## config.mk

```make
export PLATFORM = sky130hd
export DESIGN_NAME = date_difference_in_days
export DESIGN_NICKNAME = d
export VERILOG_FILES = /design/src/hdl/ddd_pkg.sv /design/src/hdl/ddd_day_number.sv /design/src/hdl/date_difference_in_days.sv
export SDC_FILE = /design/constraint.sdc
export NUM_CORES = 2
export LEC_CHECK = 0
export ABC_AREA = 1
export BUFFER_PORTS_ARGS = -buffer_cell sky130_fd_sc_hd__buf_4
export CORE_ASPECT_RATIO = 1.75
export CORE_UTILIZATION = 50
export CTS_CLUSTER_SIZE = 14
export DETAILED_ROUTE_END_ITERATION = 10
export PLACE_DENSITY = 0.63
export SLEW_MARGIN = 5
export SYNTH_ARGS = -nofsm -noshare
export SYNTH_HDL_FRONTEND = slang
export SYNTH_SLANG_ARGS = --single-unit
```

## constraint.sdc

```tcl
create_clock -name clk -period 6.65 [get_ports clk]
set_input_delay 0.665 -clock clk [delete_from_list [all_inputs] [get_ports clk]]
set_output_delay 0.665 -clock clk [all_outputs]
set_load 0.01 [all_outputs]
```

## src/hdl/ddd_pkg.sv

```systemverilog
package ddd_pkg;

  localparam int YEAR_W  = 14;
  localparam int MONTH_W = 4;
  localparam int DAY_W   = 5;
  localparam int COUNT_W = 23;
  // day number of 9999-12-31 is below 2**22
  localparam int DN_W    = 22;

  // floor(x / 100) = (x * RECIP_100) >> RECIP_SHIFT for every x below 2**14
  localparam int RECIP_SHIFT = 20;
  localparam int PROD_W      = 28;
  localparam int QUOT_W      = PROD_W - RECIP_SHIFT;
  localparam logic [PROD_W-1:0] RECIP_100 = PROD_W'(10486);

  localparam logic [YEAR_W-1:0]  YEAR_MAX   = YEAR_W'(9999);
  localparam logic [MONTH_W-1:0] MONTH_FEB  = MONTH_W'(2);
  localparam logic [MONTH_W-1:0] MONTH_LAST = MONTH_W'(12);
  localparam logic [DAY_W-1:0]   FEB_LEAP_LEN = DAY_W'(29);

  typedef struct packed {
    logic [YEAR_W-1:0]  start_year;
    logic [MONTH_W-1:0] start_month;
    logic [DAY_W-1:0]   start_day;
    logic [YEAR_W-1:0]  end_year;
    logic [MONTH_W-1:0] end_month;
    logic [DAY_W-1:0]   end_day;
    logic               include_end_day;
  } in_t;

  typedef struct packed {
    logic signed [COUNT_W-1:0] day_count;
    logic                      date_error;
  } out_t;

  // load enables of the three day-number stages
  typedef struct packed {
    logic s1;
    logic s2;
    logic s3;
  } dn_en_t;

  function automatic logic [DAY_W-1:0] month_len(input logic [MONTH_W-1:0] m);
    logic [DAY_W-1:0] len;
    case (m)
      4'd1:    len = 5'd31;
      4'd2:    len = 5'd28;
      4'd3:    len = 5'd31;
      4'd4:    len = 5'd30;
      4'd5:    len = 5'd31;
      4'd6:    len = 5'd30;
      4'd7:    len = 5'd31;
      4'd8:    len = 5'd31;
      4'd9:    len = 5'd30;
      4'd10:   len = 5'd31;
      4'd11:   len = 5'd30;
      4'd12:   len = 5'd31;
      default: len = 5'd0;
    endcase
    return len;
  endfunction

  function automatic logic [8:0] days_before(input logic [MONTH_W-1:0] m);
    logic [8:0] n;
    case (m)
      4'd2:    n = 9'd31;
      4'd3:    n = 9'd59;
      4'd4:    n = 9'd90;
      4'd5:    n = 9'd120;
      4'd6:    n = 9'd151;
      4'd7:    n = 9'd181;
      4'd8:    n = 9'd212;
      4'd9:    n = 9'd243;
      4'd10:   n = 9'd273;
      4'd11:   n = 9'd304;
      4'd12:   n = 9'd334;
      default: n = 9'd0;
    endcase
    return n;
  endfunction

endpackage

```

## src/hdl/ddd_day_number.sv

```systemverilog
// Three-stage day number of one date (0001-01-01 is day 1) plus validity.
module ddd_day_number (
  input  logic                        clk,
  input  ddd_pkg::dn_en_t             en,
  input  logic [ddd_pkg::YEAR_W-1:0]  year,
  input  logic [ddd_pkg::MONTH_W-1:0] month,
  input  logic [ddd_pkg::DAY_W-1:0]   day,
  output logic [ddd_pkg::DN_W-1:0]    dn,
  output logic                        ok
);

  // stage 1: reciprocal products, 365 * (y - 1), range checks
  logic [ddd_pkg::YEAR_W-1:0]  y1_r, p1_r;
  logic [ddd_pkg::MONTH_W-1:0] m1_r;
  logic [ddd_pkg::DAY_W-1:0]   d1_r;
  logic [ddd_pkg::PROD_W-1:0]  yq1_r, pq1_r;
  logic [ddd_pkg::DN_W-1:0]    p365_1_r;
  logic                        rng1_r;
  logic [ddd_pkg::YEAR_W-1:0]  p_nxt;

  assign p_nxt = year - ddd_pkg::YEAR_W'(1);

  always_ff @(posedge clk) begin
    if (en.s1) begin
      y1_r     <= year;
      p1_r     <= p_nxt;
      m1_r     <= month;
      d1_r     <= day;
      yq1_r    <= ddd_pkg::PROD_W'(year) * ddd_pkg::RECIP_100;
      pq1_r    <= ddd_pkg::PROD_W'(p_nxt) * ddd_pkg::RECIP_100;
      p365_1_r <= ddd_pkg::DN_W'(p_nxt) * ddd_pkg::DN_W'(365);
      rng1_r   <= (year != '0) && (year <= ddd_pkg::YEAR_MAX) &&
                  (month != '0) && (month <= ddd_pkg::MONTH_LAST) && (day != '0);
    end
  end

  // stage 2: leap year, whole-year days, day-of-month limit
  logic [ddd_pkg::QUOT_W-1:0]  qy, qp;
  logic                        div100, leap;
  logic [ddd_pkg::DAY_W-1:0]   len;
  logic [ddd_pkg::DN_W-1:0]    base2_r;
  logic [ddd_pkg::MONTH_W-1:0] m2_r;
  logic [ddd_pkg::DAY_W-1:0]   d2_r;
  logic                        leap2_r, ok2_r;

  assign qy     = yq1_r[ddd_pkg::PROD_W-1:ddd_pkg::RECIP_SHIFT];
  assign qp     = pq1_r[ddd_pkg::PROD_W-1:ddd_pkg::RECIP_SHIFT];
  assign div100 = (ddd_pkg::YEAR_W'(qy) * ddd_pkg::YEAR_W'(100)) == y1_r;
  assign leap   = (y1_r[1:0] == 2'b00) && (!div100 || (qy[1:0] == 2'b00));
  assign len    = (m1_r == ddd_pkg::MONTH_FEB && leap) ? ddd_pkg::FEB_LEAP_LEN
                                                       : ddd_pkg::month_len(m1_r);

  always_ff @(posedge clk) begin
    if (en.s2) begin
      base2_r <= p365_1_r + ddd_pkg::DN_W'(p1_r >> 2) - ddd_pkg::DN_W'(qp)
                 + ddd_pkg::DN_W'(qp >> 2);
      m2_r    <= m1_r;
      d2_r    <= d1_r;
      leap2_r <= leap;
      ok2_r   <= rng1_r && (d1_r <= len);
    end
  end

  // stage 3: add day of year
  logic [ddd_pkg::DN_W-1:0] dn3_r;
  logic                     ok3_r;

  always_ff @(posedge clk) begin
    if (en.s3) begin
      dn3_r <= base2_r + ddd_pkg::DN_W'(ddd_pkg::days_before(m2_r))
               + ddd_pkg::DN_W'(d2_r)
               + ddd_pkg::DN_W'((m2_r > ddd_pkg::MONTH_FEB) && leap2_r);
      ok3_r <= ok2_r;
    end
  end

  assign dn = dn3_r;
  assign ok = ok3_r;

endmodule

```

## src/hdl/date_difference_in_days.sv

```systemverilog
// Gregorian date difference in days.
//
// Input channel in_valid/in_ready/in_data carries a request of two dates and
// the include-end-day flag; output channel out_valid/out_ready/out_data
// returns the signed day count and an error flag (count forced to 0 when
// either date has a bad year, month or day).
//
// Five register stages: three for the day numbers of both dates (reciprocal
// multiply, year sums, day of year), one for the subtraction and one output
// register. Requests pass through them in that order, and one request is
// taken in every cycle while out_ready does not hold the output back.
//
// Every stage holds its own valid bit and loads whenever it is empty or the
// stage after it moves, so bubbles close up and a stall on out_ready only
// backs up as far as the pipeline is full; in_ready drops only when all five
// stages hold a request and out_ready is low. Synchronous reset clears the
// valid bits; the pipeline is empty and ready once reset is released.
module date_difference_in_days (
  input  logic          clk,
  input  logic          rst_n,
  input  logic          in_valid,
  output logic          in_ready,
  input  ddd_pkg::in_t  in_data,
  output logic          out_valid,
  input  logic          out_ready,
  output ddd_pkg::out_t out_data
);

  logic v1_r, v2_r, v3_r, v4_r, v5_r;
  logic adv1, adv2, adv3, adv4, adv5;

  assign adv5 = !v5_r || out_ready;
  assign adv4 = !v4_r || adv5;
  assign adv3 = !v3_r || adv4;
  assign adv2 = !v2_r || adv3;
  assign adv1 = !v1_r || adv2;
  // nothing is taken while reset is held
  assign in_ready = adv1 && rst_n;

  always_ff @(posedge clk) begin
    if (!rst_n) begin
      v1_r <= 1'b0;
      v2_r <= 1'b0;
      v3_r <= 1'b0;
      v4_r <= 1'b0;
      v5_r <= 1'b0;
    end else begin
      if (adv1) v1_r <= in_valid;
      if (adv2) v2_r <= v1_r;
      if (adv3) v3_r <= v2_r;
      if (adv4) v4_r <= v3_r;
      if (adv5) v5_r <= v4_r;
    end
  end

  ddd_pkg::dn_en_t            dn_en;
  logic [ddd_pkg::DN_W-1:0]   dn_start, dn_end;
  logic                       ok_start, ok_end;

  assign dn_en = '{s1: adv1, s2: adv2, s3: adv3};

  ddd_day_number u_dn_start (
    .clk   (clk),
    .en    (dn_en),
    .year  (in_data.start_year),
    .month (in_data.start_month),
    .day   (in_data.start_day),
    .dn    (dn_start),
    .ok    (ok_start)
  );

  ddd_day_number u_dn_end (
    .clk   (clk),
    .en    (dn_en),
    .year  (in_data.end_year),
    .month (in_data.end_month),
    .day   (in_data.end_day),
    .dn    (dn_end),
    .ok    (ok_end)
  );

  logic inc1_r, inc2_r, inc3_r;

  always_ff @(posedge clk) begin
    if (adv1) inc1_r <= in_data.include_end_day;
    if (adv2) inc2_r <= inc1_r;
    if (adv3) inc3_r <= inc2_r;
  end

  // stage 4: end minus start
  logic signed [ddd_pkg::COUNT_W-1:0] diff4_r;
  logic                               geb4_r, err4_r, inc4_r;

  always_ff @(posedge clk) begin
    if (adv4) begin
      diff4_r <= ddd_pkg::COUNT_W'(dn_end) - ddd_pkg::COUNT_W'(dn_start);
      geb4_r  <= dn_end >= dn_start;
      err4_r  <= !(ok_start && ok_end);
      inc4_r  <= inc3_r;
    end
  end

  // stage 5: widen magnitude by one day away from zero when the end day is included, or force zero on error
  logic [ddd_pkg::COUNT_W-1:0] inc_term;
  ddd_pkg::out_t               out_data_r, out_data_nxt;

  assign inc_term = geb4_r ? ddd_pkg::COUNT_W'(inc4_r) : {ddd_pkg::COUNT_W{inc4_r}};

  always_comb begin
    out_data_nxt.date_error = err4_r;
    out_data_nxt.day_count  = err4_r ? '0 : diff4_r + $signed(inc_term);
  end

  always_ff @(posedge clk) begin
    if (adv5) out_data_r <= out_data_nxt;
  end

  assign out_valid = v5_r;
  assign out_data  = out_data_r;

endmodule

```

==> out/qor.csv <==
stage;metric;value;unit
finish;areaGrowthSynthToFinish;8.129;%
setup_path;crit_path_start_kind;primary input;
setup_path;r2r_start;u_dn_start.yq1_r[22];
finish;share_of_post_route_cells_with_drive_strength_above_1;4.795;%
global_route;grt_use_total;26.21;%
detailed_routing;num_vias;29870;
logic_synthesis;syn_area_per_cell;9.157;um2
worst_hold_path;holdCritPathClass;primary input to flip-flop;
global_route;grt_max_degree;106;
worst_hold_path;timing.hold.worst_path_depth;1;
placed_design;numPortBuffers;76;
logic_synthesis;synth_top_cells_by_area;edfxtp_1 (23%), ha_1 (22%), fa_1 (19%);
global_route;globalRouteOverflowTotal;0;
sta;period_share;88.18;%
detailed_routing;wl_per_cell;18.41;um
sta;final_setup_violation_count;0;
finish;layout.cells.non_filler;5681;
clocking;cts_root_buffer;clkbuf_16;
detailed_routing;drt_wl_total;104.6;mm
detailed_routing;detail_route.drc_violations;0;
global_route;vias_in_the_first_global_route;32290;
logic_synthesis;synth_area_leader_cell;edfxtp_1;
detailed_routing;total_iterations_of_the_first_detailed_routing_run;7;
worst_hold_path;hold_path.startpoint;in_data[0];
setup_path;endpoint_kind;flip-flop;
sta;fin_tns_setup;0;ns
clocking;cts-buffers-inserted;36;
setup_path;worstPathRequired;7.00;ns
placed_design;placed_cells_incl_taps;5615;
placed_design;gp_congestion;1.001;
logic_synthesis;post_synth_instance_area;40740;um2
floorplanning;initial_core_util;50.42;%
clocking;cts_repair_resize_count;0;
global_route;gr-max-usage-layer;met2;
clocking;post_cts_buffers;0;
floorplanning;core.rowCount;138;
logic_synthesis;synth_top_flop_cell;edfxtp_1;
global_route;gr-usage-met1;23.76;%
sta;fin_crit;5.864;ns
logic_synthesis;synth_cells;4449;
clocking;clock_latency;0.60;ns
detailed_routing;drtIter0Drc;1279;
status;status;finished clean;
logic_synthesis;yosys.cell_types.count;63;
setup_path;rr_endpoint;u_dn_start.ok2_r;
logic_synthesis;syn-num-nets;5606;
floorplanning;io_pins;77;
setup_path;rrSetupSlack;2.05;ns
sta;maxClockFrequency;170.5;MHz
sta;rsz_0062_raised_after_global_routing;false;
clocking;tritoncts;yes;
sta;worst_slew_pin_slew;1.026;ns
floorplanning;die_width;217.8;um
setup_path;crit_type;primary input to flip-flop;
detailed_routing;routed_via_density;5.257;
logic_synthesis;seq_area_frac_synth;24.50;%
clocking;clock_sinks;342;
logic_synthesis;synth-seq-cells;342;
setup_path;cp_data_arrival_time;6.21;ns
global_route;gr-usage-met3;2.449;%
placed_design;place.detailed.hpwl;90.82;mm
logic_synthesis;number_of_warnings_reported_in_the_yosys_synthesis_log;0;
global_route;wire_length_of_the_first_global_routing_pass;166.3;mm
clocking;path_clk_slew;0.07;ns
logic_synthesis;synth_edf_count;313;
logic_synthesis;synth_largest_type_area_fraction;23.07;%
detailed_routing;postRouteAntennaNets;0;
sta;max_transition_viols_final;0;
floorplanning;core-area;80810;um2
run;max_cap_viol_count;0;
floorplanning;die-height;379.6;um
logic_synthesis;synthArstFlopShare;0;%
floorplanning;fp.dieArea;82670;um2
global_route;global_route.usage.met2;52.91;%
clocking;cts-root-to-sink-buffers;3;
clocking;htree_num_levels;2;
setup_path;crit_fanout;8;
finish;nNetsFinal;5760;
worst_hold_path;holdPathEnd;inc1_r;
sta;worst_slew_margin_rel;30.54;%
setup_path;timing.reg2reg.worst_path_depth;17;
sta;finClkSkew;0.02860;ns
sta;hold_viol_final;0;
clocking;cts-hold-fix-buffers;0;
global_route;antenna_found_initial;2;
[synthesized netlist by cell type, drive strengths merged, types with 13 or more instances]
cell type and instances:
ha 729, nor4 30, nor2 217, a21boi 13, o21bai 33, dfxtp 29
fa 377, xnor2 70, nand4 39, xor2 132, edfxtp 313, nand2 655
a21o 32, o21ai 175, nand3 154, nor3 37, a31oi 18, inv 1076
a21oi 243
[worst max-delay path: stages]
cell,delay (ns)
buf_4,0.15
inv_1,0.24
ha_1,0.21
inv_1,0.05
a21oi_2,0.16
o21ai_2,0.09
a21boi_2,0.17
nand2_1,0.14
xor2_2,0.36
inv_1,0.23
fa_1,0.54
inv_1,0.04
ha_1,0.19
fa_1,0.50
fa_1,0.56
inv_1,0.05
fa_1,0.48
inv_1,0.04
ha_1,0.32
nand2_1,0.13
nor4_1,0.26
o21ai_0,0.15
nand3_1,0.24
nand2_1,0.11
nand3b_1,0.10
nand2_1,0.05
[per-layer routing]
metal | up-vias | share of wire (%)
li1 | 14680 | -
met5 | - | 0.011
met4 | 2 | 7.8
met3 | 312 | 2.3
met1 | 14310 | 33
met2 | 563 | 57
[stage by stage]
stage	hold WS, ns	cell area (um2)	setup slack (ns)	util, %
2_1_floorplan	0.4003	40740	0.5777	-
4_1_cts	0.2227	44050	0.8203	54.51
3_3_place_gp	0.4016	42920	0.2720	53.12
5_1_grt	0.2326	44050	0.3545	54.52
3_5_place_dp	0.4054	42920	0.2343	53.12
6_report	0.2535	44050	0.7859	54.52
[logic make-up after synthesis]
family / after synthesis / share of synthesized area, %
and+or+nand+nor: 1145 / 11.90
adders and majority gates: 1106 / 40.91
buffers and inverters: 1079 / 10.01
AOI/OAI and AO/OA: 575 / 8.317
DFF: 342 / 24.50
xor gates and xnor gates: 202 / 4.361
[layout make-up]
type                       count  area (um2)
antenna                        1       2.502
clock buffer                  47       972.2
clock inverter                18       156.4
fill                        7507       36760
inverter                    1076        4044
multi-input combinational   3028       26690
sequential                   342        9980
tap                         1050        1314
timing repair buffer         119       893.4
[state kept, by name, summed over array words and instances, names as in the netlist, 12 cells and up, named ones only]
name and flops:
u_dn_start.y1_r 14, u_dn_start.dn 22, u_dn_start.p365_1_r 22, out_data 24
u_dn_end.p1_r 12, u_dn_end.p365_1_r 22, u_dn_end.base2_r 22, u_dn_start.base2_r 22
u_dn_end.dn 22, u_dn_start.p1_r 12, u_dn_end.y1_r 14, diff4_r 23
[worst max-delay path by stage]
stage                           start              endpoint  slack, ns  cells past startpoint
after floorplan           in_data[33]  u_dn_start.pq1_r[27]       0.58                     30
after global placement    in_data[12]    u_dn_end.pq1_r[27]       0.27                     30
after detailed placement  in_data[12]    u_dn_end.pq1_r[27]       0.23                     30
after CTS                 in_data[12]    u_dn_end.pq1_r[27]       0.82                     27
after global routing      in_data[12]    u_dn_end.pq1_r[27]       0.35                     30
final                     in_data[12]    u_dn_end.pq1_r[27]       0.79                     26
[cells in the final DEF (no fill, tap or decap), types with 4 or more instances in the layout]
cell type  netlist  layout
nor3_1          37      37
clkbuf_16        0      36
ha_1           729     729
o21ai_2          6       6
dfxtp_1         29      29
o21ai_4          6       6
inv_2            7       7
clkbuf_1         1       8
a21oi_1        242     242
xor2_1         131     131
nand2_1        650     650
nor2_1         213     213
a31oi_1         18      18
o211ai_1        11      11
fa_1           377     377
nand4_1         38      38
xnor2_1         70      70
a21o_1          32      32
a211oi_1        12      12
nor4_1          30      30
a21boi_0         9       9
o21bai_1        32      32
clkinv_2         0       7
o21ai_0        136     136
edfxtp_1       313     313
o21a_1          12      12
nand3b_1         4       4
a221oi_1         7       7
nand3_1        150     150
buf_4            0     119
or2_2            5       5
inv_1         1068    1068
o21ai_1         27      27
Power is not shown: default switching activity piles up to over one toggle a cycle in this logic, so the estimate is an artifact.
